==> config.mk <==
export PLATFORM = sky130hd
export DESIGN_NAME = tssr_ctrl
export DESIGN_NICKNAME = d
export VERILOG_FILES = /design/src/rtl/core/tssr_pkg.sv /design/src/rtl/core/tssr_ctrl.sv
export SDC_FILE = /design/constraint.sdc
export NUM_CORES = 1
export LEC_CHECK = 0
export BUFFER_PORTS_ARGS = -buffer_cell sky130_fd_sc_hd__buf_2
export CORE_ASPECT_RATIO = 0.7
export CORE_MARGIN = 1.5
export CORE_UTILIZATION = 36
export DETAILED_ROUTE_END_ITERATION = 10
export GPL_TIMING_DRIVEN = 0
export PLACE_DENSITY = 0.62
export REMOVE_ABC_BUFFERS = 1
export SLEW_MARGIN = 10
export SYNTH_ARGS = -nofsm -noshare
export SYNTH_HDL_FRONTEND = slang
export SYNTH_SLANG_ARGS = --single-unit
==> constraint.sdc <==
create_clock -name clk -period 2.7 [get_ports clk]
set_input_delay 0.27 -clock clk [delete_from_list [all_inputs] [get_ports clk]]
set_output_delay 0.27 -clock clk [all_outputs]
set_load 0.02 [all_outputs]
==> src/rtl/core/tssr_pkg.sv <==
`timescale 1ns / 1ps
// ----------------------------------------------------------------------------
// tssr_pkg
// Shared types and constants of the tile and sprite scanline renderer.
// ----------------------------------------------------------------------------
package tssr_pkg;

	localparam int VM_AW = 14;
	localparam int VM_DEPTH = 16384;
	localparam int OAM_AW = 8;
	localparam int OAM_DEPTH = 160;
	localparam int X_W = 9;
	localparam int CFG_IW = 3;

	localparam logic [1:0] KIND_VM = 2'd0;
	localparam logic [1:0] KIND_OAM = 2'd1;
	localparam logic [1:0] KIND_RENDER = 2'd2;

	localparam logic [CFG_IW-1:0] CFG_LCD = 3'd0;
	localparam logic [CFG_IW-1:0] CFG_BGP = 3'd1;
	localparam logic [CFG_IW-1:0] CFG_OBP0 = 3'd2;
	localparam logic [CFG_IW-1:0] CFG_OBP1 = 3'd3;
	localparam logic [CFG_IW-1:0] CFG_COLOR = 3'd4;

	localparam logic [7:0] LCD_RST = 8'd131;
	localparam logic [7:0] BGP_RST = 8'd252;
	localparam logic [7:0] OBP_RST = 8'd255;

	localparam int LCD_BG_EN = 0;
	localparam int LCD_OBJ_EN = 1;
	localparam int LCD_OBJ_TALL = 2;
	localparam int LCD_BG_MAP = 3;
	localparam int LCD_TILE_SEL = 4;
	localparam int LCD_WIN_EN = 5;
	localparam int LCD_WIN_MAP = 6;

	localparam logic [VM_AW-1:0] MAP_LO = 14'h1800;
	localparam logic [VM_AW-1:0] MAP_HI = 14'h1c00;
	localparam logic [VM_AW-1:0] TILE_SIGNED = 14'h0800;
	localparam logic [VM_AW-1:0] BANK1 = 14'h2000;
	localparam logic [7:0] WIN_X_MAX = 8'd166;
	localparam logic [7:0] WIN_X_OFS = 8'd7;
	localparam logic [7:0] OBJ_X_LIMIT = 8'd168;

	typedef struct packed {
		logic [1:0]  kind;
		logic [13:0] address;
		logic [7:0]  data;
		logic [7:0]  line;
		logic [7:0]  scroll_y;
		logic [7:0]  scroll_x;
		logic [7:0]  window_y;
		logic [7:0]  window_x;
	} in_word_t;

	typedef struct packed {
		logic [5:0] pixel_a;
		logic [5:0] pixel_b;
		logic [5:0] pixel_c;
		logic [5:0] pixel_d;
		logic [5:0] pixel_e;
		logic [5:0] pixel_f;
		logic [5:0] pixel_g;
		logic [5:0] pixel_h;
		logic [4:0] group_index;
		logic       last_group;
	} out_word_t;

	typedef enum logic [4:0] {
		OP_NONE,
		OP_CLR,
		OP_ACCEPT,
		OP_BG_START,
		OP_WIN_START,
		OP_ZERO,
		OP_MAP,
		OP_ATTR,
		OP_LO,
		OP_HI,
		OP_PIX,
		OP_SP_START,
		OP_SP_Y,
		OP_SP_X,
		OP_SP_T,
		OP_SP_F,
		OP_SP_TEST,
		OP_SP_LO,
		OP_SP_HI,
		OP_SP_RD,
		OP_SP_WR,
		OP_SP_NEXT,
		OP_OUT_START,
		OP_GRP_START,
		OP_OUT_RD,
		OP_OUT_CAP,
		OP_OUT_NEXT
	} op_t;

	typedef struct packed {
		logic clr_last;
		logic render_req;
		logic bg_on;
		logic win_phase;
		logic win_on;
		logic x_last;
		logic spr_on;
		logic sp_vis;
		logic sp_px_last;
		logic sp_last;
		logic k_last;
		logic g_last;
	} dp_status_t;

endpackage

==> src/rtl/core/tssr_ctrl.sv <==
`timescale 1ns / 1ps
// ----------------------------------------------------------------------------
// tssr_ctrl
// Sequencer of the renderer: memory clear, writes, background and window
// passes, sprite pass and word output.
// ----------------------------------------------------------------------------
module tssr_ctrl (
	input  logic                  clk,
	input  logic                  arst_n,
	input  logic                  in_valid,
	output logic                  in_ready,
	output logic                  out_valid,
	input  logic                  out_ready,
	input  tssr_pkg::dp_status_t  status,
	output tssr_pkg::op_t         op
);

	typedef enum logic [25:0] {
		ST_CLR     = 26'd1 << 0,
		ST_IDLE    = 26'd1 << 1,
		ST_RINIT   = 26'd1 << 2,
		ST_ZERO    = 26'd1 << 3,
		ST_MAP     = 26'd1 << 4,
		ST_ATTR    = 26'd1 << 5,
		ST_LO      = 26'd1 << 6,
		ST_HI      = 26'd1 << 7,
		ST_PIX     = 26'd1 << 8,
		ST_WINCHK  = 26'd1 << 9,
		ST_SPCHK   = 26'd1 << 10,
		ST_SP_Y    = 26'd1 << 11,
		ST_SP_X    = 26'd1 << 12,
		ST_SP_T    = 26'd1 << 13,
		ST_SP_F    = 26'd1 << 14,
		ST_SP_TEST = 26'd1 << 15,
		ST_SP_LO   = 26'd1 << 16,
		ST_SP_HI   = 26'd1 << 17,
		ST_SP_RD   = 26'd1 << 18,
		ST_SP_WR   = 26'd1 << 19,
		ST_SP_NEXT = 26'd1 << 20,
		ST_OUTINIT = 26'd1 << 21,
		ST_GRP     = 26'd1 << 22,
		ST_ORD     = 26'd1 << 23,
		ST_OCAP    = 26'd1 << 24,
		ST_SEND    = 26'd1 << 25
	} state_t;

	state_t state_q, state_d;

	always_ff @(posedge clk or negedge arst_n) begin
		if (!arst_n) begin
			state_q <= ST_CLR;
		end else begin
			state_q <= state_d;
		end
	end

	assign in_ready = (state_q == ST_IDLE);
	assign out_valid = (state_q == ST_SEND);

	always_comb begin
		state_d = state_q;
		op = tssr_pkg::OP_NONE;
		case (state_q)
			ST_CLR: begin
				op = tssr_pkg::OP_CLR;
				if (status.clr_last) state_d = ST_IDLE;
			end
			ST_IDLE: begin
				if (in_valid) begin
					op = tssr_pkg::OP_ACCEPT;
					if (status.render_req) state_d = ST_RINIT;
				end
			end
			ST_RINIT: begin
				op = tssr_pkg::OP_BG_START;
				state_d = status.bg_on ? ST_MAP : ST_ZERO;
			end
			ST_ZERO: begin
				op = tssr_pkg::OP_ZERO;
				if (status.x_last) state_d = ST_WINCHK;
			end
			ST_MAP: begin
				op = tssr_pkg::OP_MAP;
				state_d = ST_ATTR;
			end
			ST_ATTR: begin
				op = tssr_pkg::OP_ATTR;
				state_d = ST_LO;
			end
			ST_LO: begin
				op = tssr_pkg::OP_LO;
				state_d = ST_HI;
			end
			ST_HI: begin
				op = tssr_pkg::OP_HI;
				state_d = ST_PIX;
			end
			ST_PIX: begin
				op = tssr_pkg::OP_PIX;
				if (!status.x_last) state_d = ST_MAP;
				else if (status.win_phase) state_d = ST_SPCHK;
				else state_d = ST_WINCHK;
			end
			ST_WINCHK: begin
				if (status.win_on) begin
					op = tssr_pkg::OP_WIN_START;
					state_d = ST_MAP;
				end else begin
					state_d = ST_SPCHK;
				end
			end
			ST_SPCHK: begin
				if (status.spr_on) begin
					op = tssr_pkg::OP_SP_START;
					state_d = ST_SP_Y;
				end else begin
					state_d = ST_OUTINIT;
				end
			end
			ST_SP_Y: begin
				op = tssr_pkg::OP_SP_Y;
				state_d = ST_SP_X;
			end
			ST_SP_X: begin
				op = tssr_pkg::OP_SP_X;
				state_d = ST_SP_T;
			end
			ST_SP_T: begin
				op = tssr_pkg::OP_SP_T;
				state_d = ST_SP_F;
			end
			ST_SP_F: begin
				op = tssr_pkg::OP_SP_F;
				state_d = ST_SP_TEST;
			end
			ST_SP_TEST: begin
				op = tssr_pkg::OP_SP_TEST;
				state_d = status.sp_vis ? ST_SP_LO : ST_SP_NEXT;
			end
			ST_SP_LO: begin
				op = tssr_pkg::OP_SP_LO;
				state_d = ST_SP_HI;
			end
			ST_SP_HI: begin
				op = tssr_pkg::OP_SP_HI;
				state_d = ST_SP_RD;
			end
			ST_SP_RD: begin
				op = tssr_pkg::OP_SP_RD;
				state_d = ST_SP_WR;
			end
			ST_SP_WR: begin
				op = tssr_pkg::OP_SP_WR;
				state_d = status.sp_px_last ? ST_SP_NEXT : ST_SP_RD;
			end
			ST_SP_NEXT: begin
				op = tssr_pkg::OP_SP_NEXT;
				state_d = status.sp_last ? ST_OUTINIT : ST_SP_Y;
			end
			ST_OUTINIT: begin
				op = tssr_pkg::OP_OUT_START;
				state_d = ST_GRP;
			end
			ST_GRP: begin
				op = tssr_pkg::OP_GRP_START;
				state_d = ST_ORD;
			end
			ST_ORD: begin
				op = tssr_pkg::OP_OUT_RD;
				state_d = ST_OCAP;
			end
			ST_OCAP: begin
				op = tssr_pkg::OP_OUT_CAP;
				state_d = status.k_last ? ST_SEND : ST_ORD;
			end
			ST_SEND: begin
				if (out_ready) begin
					op = tssr_pkg::OP_OUT_NEXT;
					state_d = status.g_last ? ST_IDLE : ST_GRP;
				end
			end
			default: begin
				state_d = ST_IDLE;
			end
		endcase
	end

endmodule

-- Word-level counts from Yosys, hierarchy flattened
Index checks and enable logic that the tools add are counted.
- logic and storage cells: 54
- register bits: 26
- output and inout port bits: 7
- equal/unequal tests: 31
- reduce and logical (&&, ||, !) cells: 1
- mux-type cells: 21
- operator list (kind ; count):
    $pmux W26 S26 ; 1
    $mux W26 ; 6
    $pmux W5 S26 ; 1
    $mux W22 ; 2
    $mux W21 ; 2
    $mux W11 ; 3
    $eq A26 B1 Y1 const B ; 1
    $eq A26 B10 Y1 const B ; 1
    $eq A26 B11 Y1 const B ; 1
    $eq A26 B12 Y1 const B ; 1
    $eq A26 B13 Y1 const B ; 1
    $eq A26 B14 Y1 const B ; 1
    $eq A26 B15 Y1 const B ; 1
    $eq A26 B16 Y1 const B ; 1
    $eq A26 B17 Y1 const B ; 1
    $eq A26 B18 Y1 const B ; 1
    $eq A26 B19 Y1 const B ; 1
    $eq A26 B2 Y1 const B ; 1
    $eq A26 B20 Y1 const B ; 1
    $eq A26 B21 Y1 const B ; 1
    $eq A26 B22 Y1 const B ; 1
    $eq A26 B23 Y1 const B ; 1
    $eq A26 B24 Y1 const B ; 1
    $eq A26 B25 Y1 const B ; 1
    other kinds (16) ; 20

-- Logic depth before layout (Yosys ltp)
Gate-level depths: netlist (run 1).
- depth in word-level cells: 3
- mapped depth: 8

-- Least setup slack after synthesis (run 1)
Ideal clock, no wire load.
- path kind: reg-to-output
- start point: reg state_q[25]
- end point: out op[0]
- setup slack: -114 ps
- arrival: 2544 ps
- buffers on the path: 2
- stages on the path, launching flop included: 9
- cell sequence: dfrtp_1 -> buf_6 -> or4_4 -> or4_4 -> buf_6 -> or4_4 -> o31ai_2 -> nor4_1 -> nand3_1
- longest elaborated chain between the ends: 2
- elaborated cells on any way between the ends: 27
- ends and longest elaborated chain (element ; RTL line ; text):
    from (decl) ; tssr_ctrl.sv:47 ; state_t state_q, state_d;
    from (signal assigned) ; tssr_ctrl.sv:53 ; state_q <= state_d;
    $eq A26 B26 Y1, or another cell as far along ; tssr_ctrl.sv:63 ; case (state_q)
    $pmux W5 S26 (*) ; tssr_ctrl.sv:63 ;
    to (decl) ; tssr_ctrl.sv:15 ; output tssr_pkg::op_t op
Mark *: on every way between the ends. The rest lies on a longest branch, timed or not.

-- Final worst setup path (run 1)
- start point: reg state_q[7]
- end point: out op[0]
Same word-level chain as after synthesis.

==> flow_metrics.tcl, run 1 <==
set metrics [dict create \
    overflow 0 \
    final.period_utilization 1.17 \
    finalWorstPathRequiredPeriod_ns 3.16 \
    drv_cap 0 \
    ys_seq_area_frac 0.374 \
    route.antenna.remaining_nets 0 \
    place_area_um2 1880 \
    grt_setup_unrepaired "true" \
    hpwl_mm 3.54 \
    antenna_cells_inserted 0 \
    synth.cell_area_um2 1740 \
    first_global_vias 1635 \
    synthAdderAreaFrac 0 \
    max_ffs_per_register 26 \
    post_synth_main_area_contributors "sky130_fd_sc_hd__dfrtp_1, sky130_fd_sc_hd__nor2_1, sky130_fd_sc_hd__nor3_1" \
    dr_wl_cell_um 17.4 \
    max-slew-margin-rel 0.508 \
    fin_worst_skew_ns 0.0115 \
    clk_pin_slew_worst_paths_ns 0.10 \
    final_critical_path_setup_slack_ns -0.460 \
    critical_path.max_fanout 5 \
    remaining_drcs 0 \
    vdd.ir_drop.worst_mv 0.284 \
    synth.ff_latch_count 26 \
    floorplan.core_area_um2 4500 \
    clock.fmax_mhz 316 \
    die_width_um 86.2 \
    final_setup_viols 5 \
    syn-mean-instance-area_um2 8.76 \
    critPathArrivalTime_ns 2.89 \
    cp_num_buf_inv 1 \
    run_status "finished, violations left" \
    drt_wl_total_mm 5.05 \
    nNetsFinal 252 \
    worstSetupPathType "reg -> out" \
    grt_util_met2 0.337 \
    finish.instance_area_um2 2210 \
    synth-compound-area-share 0.143 \
    cp.depth 7 \
    synthFlopType "sky130_fd_sc_hd__dfrtp_1" \
    power_density_nw_per_um2 692 \
    worstReg2RegStart "state_q[15]" \
    violations "negative hold slack, negative setup slack" \
    insertion_delay_ns 0.28 \
    crit_slowest_cell "sky130_fd_sc_hd__or4_4" \
    path_delay_family "simple AND/OR/NAND/NOR gates" \
    power_switching_uw 616 \
    met1_demand_to_capacity_share_in_global_routing 0.285 \
    areaGrowthSynthToFinish_pct 26.8 \
    worstHoldPathType "in -> async" \
    synth_enable_flop_cells 0 \
    synth_mux_area_frac 0 \
    port_buffer_cells 22 \
    combinational_family_with_the_most_area_after_synthesis "simple AND/OR/NAND/NOR gates" \
    cp_cell_sequence "or4_4 > or4_4 > or4_4 > o31ai_4 > nor4_2 > nand3_1 > buf_6" \
    hold_viol_final 13 \
    timing.hold.ws_ns -0.0206 \
    grt_pass1_wl_mm 8.05 \
    cts.path.max_buffers 2 \
    synth.largest_area_cell "sky130_fd_sc_hd__dfrtp_1" \
    crit_path_start "state_q[7]" \
    power_report.internal_total_uw 916 \
    fp.dieArea_um2 5280 \
    synth-xor-area-share 0.0402 \
    global_route.usage.total 0.203 \
    grt-busiest-layer "met2" \
    post_route_cells_drive_above_1_share 0.357 \
    globalplace.congestion 0.857 \
    detail_route.vias_per_cell 5.91 \
    combinationalPowerShare 0.545 \
    num_io_pins 23 \
    timing.critical_path.from_type "flip-flop" \
    grt_start_max_net_pins 27 \
    cts.root.buffer_cell "sky130_fd_sc_hd__clkbuf_8" \
    reg_top3 "state_q x26" \
    synth-async-reset-ratio 1.00 \
    part_of_the_power_in_the_clock_network 0.165 \
    die_height_um 61.2 \
    critPathCaptureType "output pin" \
    initial_util 0.387 \
    share_seq_of_total_power 0.289 \
    finalSetupTns_ns -1.81 \
    leakage_uw 0.00103 \
    final_core_util 0.491 \
    antenna_found_initial 0 \
    totalPowerFinal_uw 1530 \
    cts_num_sinks 26 \
    tritoncts "done" \
    vias 1713 \
    grtUsageMet3 0.0456 \
    largest_register "state_q" \
    netSwitchingFraction 0.402 \
    ys_types 51 \
    starting_drt_drc_count 109 \
    synthCells 199 \
    detailed_routing_iteration_count_for_the_pre_antenna_repair_pass 4 \
    htreeDepth 1 \
    synth.top_cell.area_share 0.359 \
    number_of_buffers_added_by_the_clock_tree_synthesis_step 3 \
    timing_worst_slew_pin_value_ns 0.731 \
    critical-path-max-stage-delay_ns 0.60 \
    r2r_cells 6 \
    critical-path-top-cell-by-count "sky130_fd_sc_hd__or4_4" \
    yosys_warnings 0 \
    slew_violations 0 \
    rows 20 \
    post_synth_and_or_nand_nor_area_fraction 0.392 \
    critPathRequiredTime_ns 2.43 \
]
==> synth_stat cells (4+ instances only) <==
cell type,number
sky130_fd_sc_hd__nand2_1,10
sky130_fd_sc_hd__nand3_1,8
sky130_fd_sc_hd__clkbuf_1,4
sky130_fd_sc_hd__nor2_1,20
sky130_fd_sc_hd__inv_1,11
sky130_fd_sc_hd__dfrtp_1,25
sky130_fd_sc_hd__or4_4,4
sky130_fd_sc_hd__nand4_1,5
sky130_fd_sc_hd__nor4_1,9
sky130_fd_sc_hd__nor2b_1,5
sky130_fd_sc_hd__xor2_1,4
sky130_fd_sc_hd__a21oi_1,6
sky130_fd_sc_hd__xnor2_1,4
sky130_fd_sc_hd__nor3_1,12
sky130_fd_sc_hd__o21ai_0,9
sky130_fd_sc_hd__nand2b_1,5
sky130_fd_sc_hd__or4_1,6
==> logic make-up after synthesis <==
kind of cell	after synthesis
AO/OA/AOI/OAI	36
XOR/XNOR	8
buffers and inverters	19
flip-flops	26
AND/OR/NAND/NOR	110
==> final cells by class <==
class | count | area [µm²]
inverter | 11 | 41.3
fill | 436 | 2290
sequential | 26 | 661
timing repair buffer | 40 | 263
tap | 55 | 68.8
multi-input combinational | 154 | 1120
clock buffer | 4 | 55.1
==> worst paths after layout <==
check | slack [ns] | end
hold / removal | -0.02 | state_q[4]
setup reg to reg | 0.07 | state_q[22]
setup / recovery | -0.46 | op[0]
min in group clk | 0.11 | state_q[0]
hold reg to reg | 0.53 | state_q[18]
max in group asynchronous | 2.28 | state_q[13]
==> stage by stage <==
stage / hold WS, ns / std cells / worst slack, ns
final: -0.0206 / 290 / -0.460
after global placement: 0.317 / 268 / -0.485
after global routing: 0.0243 / 290 / -0.534
after floorplan: -0.0256 / 191 / -0.0359
after detailed placement: 0.313 / 268 / -0.447
after CTS: 0.0123 / 288 / -0.451
==> per-layer routing <==
metal  up-vias  share of wire
met3         4          0.059
li1        825              -
met5         -              0
met2        49           0.46
met1       835           0.48
met4         0         0.0030
==> power groups by stage <==
stage	clock network (µW)	logic (µW)	registers, µW
3_5_place_dp	0	580	464
5_1_grt	283	901	446
6_report	253	835	443
2_1_floorplan	0	428	454
3_3_place_gp	0	584	461
4_1_cts	258	804	442
==> layout by cell type (no fill, tap or decap), types with 5 or more instances in the layout <==
master                     count
sky130_fd_sc_hd__inv_1        11
sky130_fd_sc_hd__nor4_1        5
sky130_fd_sc_hd__nand2_1       9
sky130_fd_sc_hd__dfrtp_2       7
sky130_fd_sc_hd__a21oi_1       5
sky130_fd_sc_hd__nand2b_1      5
sky130_fd_sc_hd__o21ai_0       9
sky130_fd_sc_hd__buf_4        20
sky130_fd_sc_hd__nor3_1       10
sky130_fd_sc_hd__dfrtp_1      18
sky130_fd_sc_hd__or4_4         8
sky130_fd_sc_hd__buf_2        18
sky130_fd_sc_hd__nand4_1       5
sky130_fd_sc_hd__nor2b_1       5
sky130_fd_sc_hd__nor2_1       18
sky130_fd_sc_hd__nand3_1       8
==> what timing repair did <==
item / 4_1_cts / 5_1_grt
setup endpoints to repair: 11 / 9
hold buffers: 0 / 0
pin swaps: 9 / 3
gates resized for setup: 31 / 6
buffers inserted: 16 / 2
cloned: 0 / 0
Power figures use the tool's default switching activity.
==> run 2, diff against run 1 <==
--- a/config.mk
+++ b/config.mk
@@ -6,11 +6,12 @@
 export NUM_CORES = 1
 export LEC_CHECK = 0
 export BUFFER_PORTS_ARGS = -buffer_cell sky130_fd_sc_hd__buf_2
-export CORE_ASPECT_RATIO = 0.7
+export CORE_ASPECT_RATIO = 1.5
 export CORE_MARGIN = 1.5
 export CORE_UTILIZATION = 36
 export DETAILED_ROUTE_END_ITERATION = 10
 export GPL_TIMING_DRIVEN = 0
+export MAX_ROUTING_LAYER = met4
 export PLACE_DENSITY = 0.62
 export REMOVE_ABC_BUFFERS = 1
 export SLEW_MARGIN = 10
==> run 2 against run 1 <==
Worst setup slack worse by 0.022 ns. The flow still finishes with violations (negative hold slack, negative setup slack). Register-to-register slack worse by 0.36 ns. Total power up 8.8%. Count of clock-buffer cells in the layout down 1. Critical path depth unchanged.
==> flow_metrics.tcl, run 2 (same netlist as run 1, synthesis figures left out) <==
set metrics [dict create \
    max-slew-margin-rel 0.512 \
    cts_num_sinks 26 \
    clock.fmax_mhz 314 \
    critPathArrivalTime_ns 2.91 \
    cts.root.buffer_cell "sky130_fd_sc_hd__clkbuf_8" \
    critical-path-top-cell-by-count "sky130_fd_sc_hd__or4_4" \
    worstSetupPathType "reg -> out" \
    worstHoldPathType "in -> async" \
    critPathCaptureType "output pin" \
    starting_drt_drc_count 96 \
    grt_setup_unrepaired "true" \
    route.antenna.remaining_nets 0 \
    cts.path.max_buffers 2 \
    timing.critical_path.from_type "flip-flop" \
    crit_slowest_cell "sky130_fd_sc_hd__or4_4" \
    reg_top3 "state_q x26" \
    tritoncts "done" \
    most-common-layout-cells "sky130_fd_sc_hd__buf_4, sky130_fd_sc_hd__nor2_1, sky130_fd_sc_hd__dfrtp_1, sky130_fd_sc_hd__buf_2, sky130_fd_sc_hd__inv_1" \
    grt_start_max_net_pins 27 \
    slew_violations 0 \
    first_global_vias 1608 \
    run_status "finished, violations left" \
    final_critical_path_setup_slack_ns -0.482 \
    floorplan.core_area_um2 4580 \
    post_route_cells_drive_above_1_share 0.430 \
    hold_viol_final 10 \
    insertion_delay_ns 0.27 \
    critical_path.max_fanout 5 \
    antenna_found_initial 0 \
    final.period_utilization 1.18 \
    hpwl_mm 3.62 \
    critPathRequiredTime_ns 2.43 \
    vdd.ir_drop.worst_mv 0.457 \
    drt_wl_total_mm 5.53 \
    globalplace.congestion 0.873 \
    finalWorstPathRequiredPeriod_ns 3.18 \
    violations "negative hold slack, negative setup slack" \
    hold_buffers 0 \
    timing.hold.ws_ns -0.00299 \
    final_setup_viols 6 \
    number_of_buffers_added_by_the_clock_tree_synthesis_step 3 \
    fin_worst_skew_ns 0.00590 \
    overflow 0 \
    port_buffer_cells 22 \
    areaGrowthSynthToFinish_pct 36.7 \
    max_ffs_per_register 26 \
    dr_wl_cell_um 18.1 \
    die_height_um 88.3 \
    rows 30 \
    global_route.usage.total 0.222 \
    final_core_util 0.520 \
    clk_pin_slew_worst_paths_ns 0.09 \
    largest_register "state_q" \
    mostFrequentLayoutCell "sky130_fd_sc_hd__buf_4" \
    fp.dieArea_um2 5280 \
    detailed_routing_iteration_count_for_the_pre_antenna_repair_pass 4 \
    totalPowerFinal_uw 1670 \
    nNetsFinal 259 \
    timing_worst_slew_pin_value_ns 0.726 \
    detail_route.vias_per_cell 5.73 \
    leakage_uw 0.00109 \
    grt_pass1_wl_mm 8.18 \
    htreeDepth 1 \
    num_io_pins 23 \
    cp_cell_sequence "or4_4 > or4_4 > or4_4 > o31ai_4 > nor4_2 > nand3_1 > buf_6" \
    remaining_drcs 0 \
    antenna_cells_inserted 0 \
    vias 1753 \
    critical-path-max-stage-delay_ns 0.59 \
    power_density_nw_per_um2 699 \
    initial_util 0.381 \
    drv_cap 0 \
    die_width_um 59.8 \
]
-- run 2: cell types whose count changed in the layout (fill, tap and decap cells not counted), sizes merged --
cell,before,now
clkbuf,4,3
buf,40,47
bufinv,0,1
-- run 2: layout make-up --
class,count,area [µm²]
timing repair buffer,47,318
sequential,26,661
multi-input combinational,154,1210
fill,431,2200
tap,64,80.1
clock inverter,1,30.0
inverter,11,41.3
clock buffer,3,41.3
-- run 2: stage by stage --
step                hold slack [ns]  worst slack, ns  cells  instance area [µm²]  TNS [ns]
detailed placement            0.313           -0.338    277                 1890     -1.58
floorplan                   -0.0256          -0.0359    191                 1700   -0.0359
CTS                         0.00802           -0.467    294                 2250     -2.09
finish                     -0.00299           -0.482    306                 2380     -2.25
global route                 0.0314           -0.562    306                 2380     -2.95
global placement              0.309           -0.369    277                 1890     -1.76
-- run 2: worst paths after layout --
check | cells past startpoint | start | slack [ns] | to
worst max-delay path | 7 | state_q[7] | -0.48 | op[0]
worst min-delay path | 1 | arst_n | -0.003 | state_q[14]
worst max register to register | 12 | state_q[7] | -0.29 | state_q[4]
worst min register to register | 1 | state_q[7] | 0.51 | state_q[7]
max in group asynchronous | 1 | arst_n | 2.27 | state_q[25]
min in group clk | 2 | status[11] | 0.12 | state_q[0]
-- run 2: metal layers --
metal / global-route usage / vias to the layer above / wire length (µm)
met5: - / - / 0
met4: 0.135 / 0 / 296
met3: 0.0234 / 22 / 215
met2: 0.345 / 59 / 2800
met1: 0.271 / 837 / 2220
li1: - / 835 / -
-- run 2: critical path: cells and delay by family, from the launching register on --
family                 cells  cell delay [ns]
AOI/OAI and AO/OA          1             0.24
DFF                        1             0.45
and+or+nand+nor            5             1.81
buffers and inverters      1             0.12
-- run 2: what timing repair did --
item | CTS | global route
buffers inserted | 13 | 12
endpoints found under the setup margin | 10 | 11
pin swaps | 5 | 14
gates resized for setup | 41 | 16
-- run 2: report_power, final --
part | switching, µW | internal [µW] | leakage (µW)
logic | 492 | 386 | 0.000710
registers | 49.5 | 415 | 0.000344
clock network | 125 | 198 | 0.0000357
